==> src/rtl/core/tsrs_pkg.sv <==
// types, codes and arithmetic helpers shared by the temperature read sequencer
`default_nettype none
package tsrs_pkg;

    typedef enum logic [3:0] {
        ST_IDLE       = 4'd0,
        ST_CONV_RESET = 4'd1,
        ST_CONV_SKIP  = 4'd2,
        ST_CONV_CMD   = 4'd3,
        ST_WAIT       = 4'd4,
        ST_READ_RESET = 4'd5,
        ST_READ_SKIP  = 4'd6,
        ST_READ_CMD   = 4'd7,
        ST_RECEIVE    = 4'd8,
        ST_POST_RESET = 4'd9,
        ST_COMPLETE   = 4'd10,
        ST_ERROR      = 4'd11
    } state_t;

    typedef enum logic [2:0] {
        ACT_NONE  = 3'd0,
        ACT_RESET = 3'd1,
        ACT_WRITE = 3'd2,
        ACT_READ  = 3'd3,
        ACT_POLL  = 3'd4
    } action_t;

    typedef enum logic {
        FUNC_START = 1'b0,
        FUNC_TICK  = 1'b1
    } func_t;

    localparam logic [7:0] CMD_NONE     = 8'h00;
    localparam logic [7:0] CMD_SKIP_ROM = 8'hCC;
    localparam logic [7:0] CMD_CONVERT  = 8'h44;
    localparam logic [7:0] CMD_READ_PAD = 8'hBE;

    typedef struct packed {
        logic       func;
        logic       reset_presence_ok;
        logic       conversion_done;
        logic [7:0] scratch_low;
        logic [7:0] scratch_high;
    } in_item_t;

    typedef struct packed {
        logic [2:0]         bus_action;
        logic [7:0]         command_byte;
        logic               start_accepted;
        logic               busy_flag;
        logic               ready_flag;
        logic               complete_flag;
        logic               error_flag;
        logic [3:0]         state_code;
        logic signed [15:0] temperature_deci;
    } out_item_t;

    // raw * 10 / 16, truncated toward zero
    function automatic logic signed [15:0] raw_to_deci(input logic [7:0] lo,
                                                       input logic [7:0] hi);
        logic signed [19:0] raw_ext;
        logic signed [19:0] prod;
        logic signed [19:0] biased;
        logic signed [19:0] quot;
        raw_ext = 20'(signed'({hi, lo}));
        prod    = (raw_ext <<< 3) + (raw_ext <<< 1);
        biased  = prod[19] ? (prod + 20'sd15) : prod;
        quot    = biased >>> 4;
        return quot[15:0];
    endfunction

endpackage
`default_nettype wire

==> src/rtl/core/tsrs_in_stage.sv <==
// input register stage of the temperature read sequencer
`default_nettype none
module tsrs_in_stage (
    input  wire logic              aclk,
    input  wire logic              aresetn,
    input  wire logic              s_valid,
    output logic                   s_ready,
    input  wire tsrs_pkg::in_item_t s_item,
    input  wire logic              advance,
    output logic                   item_valid,
    output tsrs_pkg::in_item_t     item
);

    logic               valid_reg;
    logic               valid_next;
    tsrs_pkg::in_item_t item_reg;

    // slot frees up whenever its item moves on to the core
    assign s_ready    = !valid_reg || advance;
    assign valid_next = s_ready ? s_valid : valid_reg;

    always_ff @(posedge aclk) begin
        if (!aresetn) begin
            valid_reg <= 1'b0;
        end else begin
            valid_reg <= valid_next;
        end
    end

    always_ff @(posedge aclk) begin
        if (s_valid && s_ready) begin
            item_reg <= s_item;
        end
    end

    assign item_valid = valid_reg;
    assign item       = item_reg;

endmodule
`default_nettype wire

==> src/rtl/core/tsrs_seq_core.sv <==
// sequence state machine and temperature conversion
`default_nettype none
module tsrs_seq_core (
    input  wire logic               aclk,
    input  wire logic               aresetn,
    input  wire logic               fire,
    input  wire tsrs_pkg::in_item_t item,
    output tsrs_pkg::out_item_t     result
);

    tsrs_pkg::state_t   step_reg,  step_next;
    logic signed [15:0] temp_reg,  temp_next;
    logic               busy_reg,  busy_next;
    logic               ready_reg, ready_next;
    logic               error_reg, error_next;
    tsrs_pkg::action_t  action;
    logic [7:0]         cmd;
    logic               accepted;
    logic signed [15:0] deci;

    assign deci = tsrs_pkg::raw_to_deci(item.scratch_low, item.scratch_high);

    // next state
    always_comb begin
        step_next  = step_reg;
        temp_next  = temp_reg;
        busy_next  = busy_reg;
        ready_next = ready_reg;
        error_next = error_reg;
        if (item.func == tsrs_pkg::FUNC_START) begin
            if (!busy_reg) begin
                step_next  = tsrs_pkg::ST_CONV_RESET;
                temp_next  = '0;
                busy_next  = 1'b1;
                ready_next = 1'b0;
                error_next = 1'b0;
            end
        end else begin
            unique case (step_reg)
                tsrs_pkg::ST_IDLE, tsrs_pkg::ST_COMPLETE, tsrs_pkg::ST_ERROR: begin
                end
                tsrs_pkg::ST_CONV_RESET, tsrs_pkg::ST_READ_RESET: begin
                    if (item.reset_presence_ok) begin
                        step_next = (step_reg == tsrs_pkg::ST_CONV_RESET) ?
                                    tsrs_pkg::ST_CONV_SKIP : tsrs_pkg::ST_READ_SKIP;
                    end else begin
                        step_next  = tsrs_pkg::ST_ERROR;
                        busy_next  = 1'b0;
                        ready_next = 1'b0;
                        error_next = 1'b1;
                    end
                end
                tsrs_pkg::ST_CONV_SKIP: step_next = tsrs_pkg::ST_CONV_CMD;
                tsrs_pkg::ST_CONV_CMD:  step_next = tsrs_pkg::ST_WAIT;
                tsrs_pkg::ST_WAIT: begin
                    if (item.conversion_done) begin
                        step_next = tsrs_pkg::ST_READ_RESET;
                    end
                end
                tsrs_pkg::ST_READ_SKIP: step_next = tsrs_pkg::ST_READ_CMD;
                tsrs_pkg::ST_READ_CMD:  step_next = tsrs_pkg::ST_RECEIVE;
                tsrs_pkg::ST_RECEIVE: begin
                    temp_next = deci;
                    step_next = tsrs_pkg::ST_POST_RESET;
                end
                tsrs_pkg::ST_POST_RESET: begin
                    if (item.reset_presence_ok) begin
                        step_next  = tsrs_pkg::ST_COMPLETE;
                        busy_next  = 1'b0;
                        ready_next = 1'b1;
                        error_next = 1'b0;
                    end else begin
                        step_next  = tsrs_pkg::ST_ERROR;
                        busy_next  = 1'b0;
                        ready_next = 1'b0;
                        error_next = 1'b1;
                    end
                end
                default: begin
                    // unreachable step codes fall into error
                    step_next  = tsrs_pkg::ST_ERROR;
                    busy_next  = 1'b0;
                    ready_next = 1'b0;
                    error_next = 1'b1;
                end
            endcase
        end
    end

    // bus request for this item
    always_comb begin
        action   = tsrs_pkg::ACT_NONE;
        cmd      = tsrs_pkg::CMD_NONE;
        accepted = 1'b0;
        if (item.func == tsrs_pkg::FUNC_START) begin
            accepted = !busy_reg;
        end else begin
            unique case (step_reg)
                tsrs_pkg::ST_CONV_RESET, tsrs_pkg::ST_READ_RESET,
                tsrs_pkg::ST_POST_RESET: action = tsrs_pkg::ACT_RESET;
                tsrs_pkg::ST_CONV_SKIP, tsrs_pkg::ST_READ_SKIP: begin
                    action = tsrs_pkg::ACT_WRITE;
                    cmd    = tsrs_pkg::CMD_SKIP_ROM;
                end
                tsrs_pkg::ST_CONV_CMD: begin
                    action = tsrs_pkg::ACT_WRITE;
                    cmd    = tsrs_pkg::CMD_CONVERT;
                end
                tsrs_pkg::ST_READ_CMD: begin
                    action = tsrs_pkg::ACT_WRITE;
                    cmd    = tsrs_pkg::CMD_READ_PAD;
                end
                tsrs_pkg::ST_WAIT:    action = tsrs_pkg::ACT_POLL;
                tsrs_pkg::ST_RECEIVE: action = tsrs_pkg::ACT_READ;
                default: begin
                end
            endcase
        end
    end

    always_ff @(posedge aclk) begin
        if (!aresetn) begin
            step_reg  <= tsrs_pkg::ST_IDLE;
            temp_reg  <= '0;
            busy_reg  <= 1'b0;
            ready_reg <= 1'b0;
            error_reg <= 1'b0;
        end else if (fire) begin
            step_reg  <= step_next;
            temp_reg  <= temp_next;
            busy_reg  <= busy_next;
            ready_reg <= ready_next;
            error_reg <= error_next;
        end
    end

    always_comb begin
        result.bus_action       = action;
        result.command_byte     = cmd;
        result.start_accepted   = accepted;
        result.busy_flag        = busy_next;
        result.ready_flag       = ready_next;
        result.complete_flag    = (step_next == tsrs_pkg::ST_COMPLETE) && ready_next;
        result.error_flag       = error_next;
        result.state_code       = step_next;
        result.temperature_deci = ready_next ? temp_next : 16'sd0;
    end

endmodule
`default_nettype wire

==> src/rtl/core/tsrs_out_stage.sv <==
// result register stage of the temperature read sequencer
`default_nettype none
module tsrs_out_stage (
    input  wire logic                aclk,
    input  wire logic                aresetn,
    input  wire logic                load,
    input  wire tsrs_pkg::out_item_t result,
    output logic                     advance,
    output logic                     m_valid,
    input  wire logic                m_ready,
    output tsrs_pkg::out_item_t      m_item
);

    logic                valid_reg;
    logic                valid_next;
    tsrs_pkg::out_item_t item_reg;

    assign advance    = !valid_reg || m_ready;
    assign valid_next = advance ? load : valid_reg;

    always_ff @(posedge aclk) begin
        if (!aresetn) begin
            valid_reg <= 1'b0;
        end else begin
            valid_reg <= valid_next;
        end
    end

    always_ff @(posedge aclk) begin
        if (advance && load) begin
            item_reg <= result;
        end
    end

    assign m_valid = valid_reg;
    assign m_item  = item_reg;

endmodule
`default_nettype wire

==> src/rtl/core/temperature_sensor_read_sequencer.sv <==
// top level of the one-wire temperature convert-and-read sequencer
//
// input channel s_valid/s_ready/s_item carries start requests (func 0) and
// ticks (func 1) together with what the last bus operation saw
// result channel m_valid/m_ready/m_item returns one item per input item:
// the bus operation to run next, its command byte, the status flags, the
// step code and the last temperature in tenths of a degree
// an accepted item is registered into the input stage, and its result is
// loaded into the result register, raising m_valid, when that has room
// throughput: one item per cycle while the receiver does not stall, set by
// the single pass through the step logic between the input register and
// the result register
// a stalled receiver holds the result register; the input stage still
// takes one more item, and s_ready drops once both registers are full
// reset (aresetn low, synchronous) empties both stages and puts the
// sequencer in idle with busy, ready and error cleared and temperature zero
`default_nettype none
module temperature_sensor_read_sequencer (
    input  wire logic                aclk,
    input  wire logic                aresetn,
    input  wire logic                s_valid,
    output logic                     s_ready,
    input  wire tsrs_pkg::in_item_t  s_item,
    output logic                     m_valid,
    input  wire logic                m_ready,
    output tsrs_pkg::out_item_t      m_item
);

    logic                advance;    // result register can take a new item
    logic                item_valid; // input stage holds an item
    logic                fire;       // item moves through the step logic
    tsrs_pkg::in_item_t  item;
    tsrs_pkg::out_item_t result;

    assign fire = item_valid && advance;

    tsrs_in_stage u_in (
        .aclk       (aclk),
        .aresetn    (aresetn),
        .s_valid    (s_valid),
        .s_ready    (s_ready),
        .s_item     (s_item),
        .advance    (advance),
        .item_valid (item_valid),
        .item       (item)
    );

    // state only moves when the item's result is stored
    tsrs_seq_core u_core (
        .aclk    (aclk),
        .aresetn (aresetn),
        .fire    (fire),
        .item    (item),
        .result  (result)
    );

    tsrs_out_stage u_out (
        .aclk    (aclk),
        .aresetn (aresetn),
        .load    (item_valid),
        .result  (result),
        .advance (advance),
        .m_valid (m_valid),
        .m_ready (m_ready),
        .m_item  (m_item)
    );

`ifndef SYNTHESIS
    // an empty result register never blocks the input side
    a_ready_when_empty: assert property (@(posedge aclk) disable iff (!aresetn)
        !m_valid |-> s_ready)
        else $error("s_ready low with empty result register");

    // busy and error exclude each other
    a_busy_error: assert property (@(posedge aclk) disable iff (!aresetn)
        m_valid |-> !(m_item.busy_flag && m_item.error_flag))
        else $error("busy and error both set");

    // complete implies ready
    a_complete_ready: assert property (@(posedge aclk) disable iff (!aresetn)
        m_valid && m_item.complete_flag |-> m_item.ready_flag)
        else $error("complete without ready");

    // temperature only shown when ready
    a_temp_gated: assert property (@(posedge aclk) disable iff (!aresetn)
        m_valid && !m_item.ready_flag |-> m_item.temperature_deci == 16'sd0)
        else $error("temperature shown while not ready");
`endif

endmodule
`default_nettype wire
==> config.mk <==
export PLATFORM = sky130hd
export DESIGN_NAME = temperature_sensor_read_sequencer
export DESIGN_NICKNAME = d
export VERILOG_FILES = /design/src/rtl/core/tsrs_pkg.sv /design/src/rtl/core/tsrs_in_stage.sv /design/src/rtl/core/tsrs_seq_core.sv /design/src/rtl/core/tsrs_out_stage.sv /design/src/rtl/core/temperature_sensor_read_sequencer.sv
export SDC_FILE = /design/constraint.sdc
export NUM_CORES = 1
export LEC_CHECK = 0
export ABC_AREA = 1
export BUFFER_PORTS_ARGS = -buffer_cell sky130_fd_sc_hd__buf_2
export CAP_MARGIN = 20
export CORE_ASPECT_RATIO = 1.25
export CORE_MARGIN = 1
export CORE_UTILIZATION = 58
export CTS_CLUSTER_SIZE = 16
export DETAILED_ROUTE_END_ITERATION = 8
export PLACE_DENSITY = 0.8
export REMOVE_ABC_BUFFERS = 1
export SLEW_MARGIN = 5
export SYNTH_ARGS = -nofsm -noshare
export SYNTH_HDL_FRONTEND = slang
export SYNTH_SLANG_ARGS = --single-unit
==> constraint.sdc <==
create_clock -name aclk -period 2.9 [get_ports aclk]
set_input_delay 0.145 -clock aclk [delete_from_list [all_inputs] [get_ports aclk]]
set_output_delay 0.145 -clock aclk [all_outputs]
set_load 0.05 [all_outputs]
==> metrics <==
register share of total power=0.459; Bufs on Longest Clock Path=2; slowest stage delay, CP=0.43 ns; Crit Path Max Fanout=4; Crit path arrival time=2.78 ns; final worst slack=0.2181 ns; NetSw=0.9130 mW; area grow syn2layout=16.21%; Reg-to-Reg Start=u_in.item[8]$_DFFE_PP_; Ports=between 60 and 70; XOR/XNOR share of the synthesized area=0.001867; Num CTS Buffers=9; Row Count=36; chip width=82.45 µm; CTS root buf=clkbuf_8; H-Tree Level Count=3; Seq/Total Area, Yosys=0.4331; Crit Path Class=register to register; Hold WC Path Type=primary input to register; Starting Density=0.5987; internal power=1.826 mW; total wire length=between 10000 and 15000 µm; DRT Pass-1 Iters=6; max cap viols=0; leakage power=2.589 nW; Critical Path Sink=u_out.m_item[13]$_SDFFCE_PN0P_; Post-CTS Repair Setup Buffers=0; I/O Buffers=59; logic gate share of total power=0.250; 1st-iter DRT viols=398; WL per Instance=approximately 13 µm; Sink Count=76; relative slew slack=0.4416; RSZ-0062 raised after global routing=no; Pwr Total=2.739 mW; yosys warns=0; Synth Area in Simple Gates=0.2899; critical path endpoint category=register; crit path time final=about 2.7 ns; ANT nets after route=0; Final Cell Area=~5500 µm²; largest net degree at the start of global routing=29; clock network power share=0.290; Antenna Cells=0; fmax=around 370 MHz; clk slew on worst S/H paths=about 0.080 ns; ys flop type=edfxtp_1; final slew viol count=0; FF+latch count, synth=76; net count reported at finish=746; Syn Inst Count=roughly 630; CTS tree=done; status=complete, no violations; post-synthesis adder-cell area fraction=0.04427; placed inst area=5079 µm²; Largest register FFs=32; Tcrit/Tclk final=0.9248; grt ovf=0; FFs w/ async S/R, synth=0; Sw Share=0.3333; vias in the first global route=4043; most used cell, CP=nand2_1; Synth Area per Inst=7.483 µm²; post_cts resized=0; worst slew pin tran=0.8367 ns; critical path's slowest cell=fa_1; overall routing resource usage=0.2743; final setup fails=0; initial antenna violation count=0; EDFF count, synth=51; cell area after synthesis=4692 µm²; mux contribution to synthesized area=0; CP startpoint kind=register; share of post-route cells with drive strength above 1=0.1742; CTS Hold Buffers Added=19; Setup WS pre-CTS=0.2429 ns; Chip Height=102.6 µm; Netlist cell types=39; vias per cell=about 5.4; Critical Path Source=u_in.item[8]$_DFFE_PP_; compound-cell area share of the yosys netlist=0.1203; Peak VDD IR=0.3529 mV; Die Area=8456 µm²; reg2reg path depth=16; CP cell instances=ha_1 > fa_1 > nand3_1 > nand2_1 > nand2_1 > nand2_2 > inv_2 > nand3_2 > nor2_4 > nand2_2 > nor2_4 > nand2_1 > nand2_1 > nand3_1 > nand2_1 > a21oi_1; Fin. Hold Viols=0; setup_tns=0 ns; RR Endpoint=u_out.m_item[13]$_SDFFCE_PN0P_; flop2flop setup slack=0.22 ns; routability-driven placement congestion ratio=between 0.9 and 1; pwr dens=502.4 nW/µm²; CORE AREA=7838 µm²; latest clock arrival within the worst-skew pair=0.36 ns; Final Skew=0.008551 ns; Residual DRC=0; WP data required=around 3.0 ns; Final HPWL DP=7582 µm; global-route wire length before repair=17550 µm; vias post-DR=4340; largest family of logic cells by synthesized area=simple AND/OR/NAND/NOR gates
cell usage in the layout (no fill, tap or decap), drive strengths merged, types with 2 or more instances in the layout:
cell	n
nand2	174
buf	66
inv	114
nand3	53
and2	2
nor3	3
edfxtp	51
clkinv	5
o32ai	2
nor2	65
dlygate4sd3	19
o22ai	2
o211ai	5
a211oi	2
o21ai	32
clkbuf	11
dfxtp	25
ha	15
a21oi	53
nand4	3
worst min-delay path by stage:
stage               startpoint                           end  cells after the start
floorplan            s_item[0]        u_in.item[0]$_DFFE_PP_                      0
CTS                    s_valid  u_in.item_valid$_SDFFE_PN0N_                      3
detailed placement   s_item[7]        u_in.item[7]$_DFFE_PP_                      1
global placement    s_item[11]       u_in.item[11]$_DFFE_PP_                      1
global route           s_valid  u_in.item_valid$_SDFFE_PN0N_                      3
finish                 s_valid  u_in.item_valid$_SDFFE_PN0N_                      3
synthesized netlist by cell type, types with 2 or more instances:
cell,count,share of area
nand3_2,3,0.0064
buf_4,4,0.0064
o21ai_2,3,0.0056
clkinv_1,2,0.0016
inv_1,108,0.086
buf_2,4,0.0043
nor3_1,3,0.0032
edfxtp_1,51,0.33
ha_1,15,0.040
clkbuf_1,8,0.0064
nor2_2,7,0.0093
nand2_2,15,0.020
nor2_1,52,0.042
o32ai_1,2,0.0037
nand2_4,2,0.0048
inv_2,6,0.0048
a211oi_1,2,0.0032
o211ai_1,5,0.0080
dfxtp_1,25,0.11
a21oi_1,52,0.055
o21ai_1,10,0.011
o21ai_0,19,0.020
nand3_1,49,0.052
and2_1,2,0.0027
nand4_1,3,0.0040
nand2_1,157,0.13
nor2_4,5,0.012
o22ai_1,2,0.0027
per-layer routing:
metal	GRT usage	vias to the layer above	part of all wire
li1	-	2174	-
met1	0.3249	1959	0.41
met2	0.4730	180	0.51
met3	0.05044	27	0.059
met4	0.1323	0	0.025
met5	0	-	0
stage by stage:
stage | instances | hold WS, ns | util
6_report | 807 | 0.05937 | 0.6957
5_1_grt | 807 | 0.05786 | 0.6957
4_1_cts | 807 | 0.04570 | 0.6957
3_5_place_dp | 772 | 0.3231 | 0.6480
3_3_place_gp | 772 | 0.3209 | 0.6480
2_1_floorplan | 611 | 0.2439 | -
critical path: cells and delay by family, from the launching register on:
family / cells / cell delay [ns]
AO/OA/AOI/OAI: 1 / 0.08
adder cells (fa/ha/maj): 2 / 0.69
buffers and inverters: 1 / 0.08
AND/OR/NAND/NOR: 12 / 1.18
flip-flops: 1 / 0.40
power by group through the flow:
stage / clock network, mW / logic, mW / registers [mW]
3_3_place_gp: 0 / 0.634 / 1.28
2_1_floorplan: 0 / 0.425 / 1.36
5_1_grt: 0.847 / 0.761 / 1.27
6_report: 0.795 / 0.686 / 1.26
4_1_cts: 0.805 / 0.679 / 1.26
3_5_place_dp: 0 / 0.656 / 1.28
area by class of cell:
type	count	area, µm²
Fill cell	642	2385
Multi-Input combinational cell	419	2145
Sequential cell	76	2032
Timing Repair Buffer	85	538.0
Inverter	116	435.4
Clock buffer	11	131.4
Tap cell	95	118.9
Clock inverter	5	52.55
cell families (layout without fill, tap and decap cells):
| group | count (synthesis) | in the layout |
|---|---|---|
| xor gates and xnor gates | 1 | 1 |
| DFF | 76 | 76 |
| adders and majority gates | 16 | 16 |
| buffers and inverters | 132 | 217 |
| other | 1 | 1 |
| and+or+nand+nor | 300 | 300 |
| AOI/OAI and AO/OA | 101 | 101 |
No activity file was read; power rests on OpenSTA's default activity.
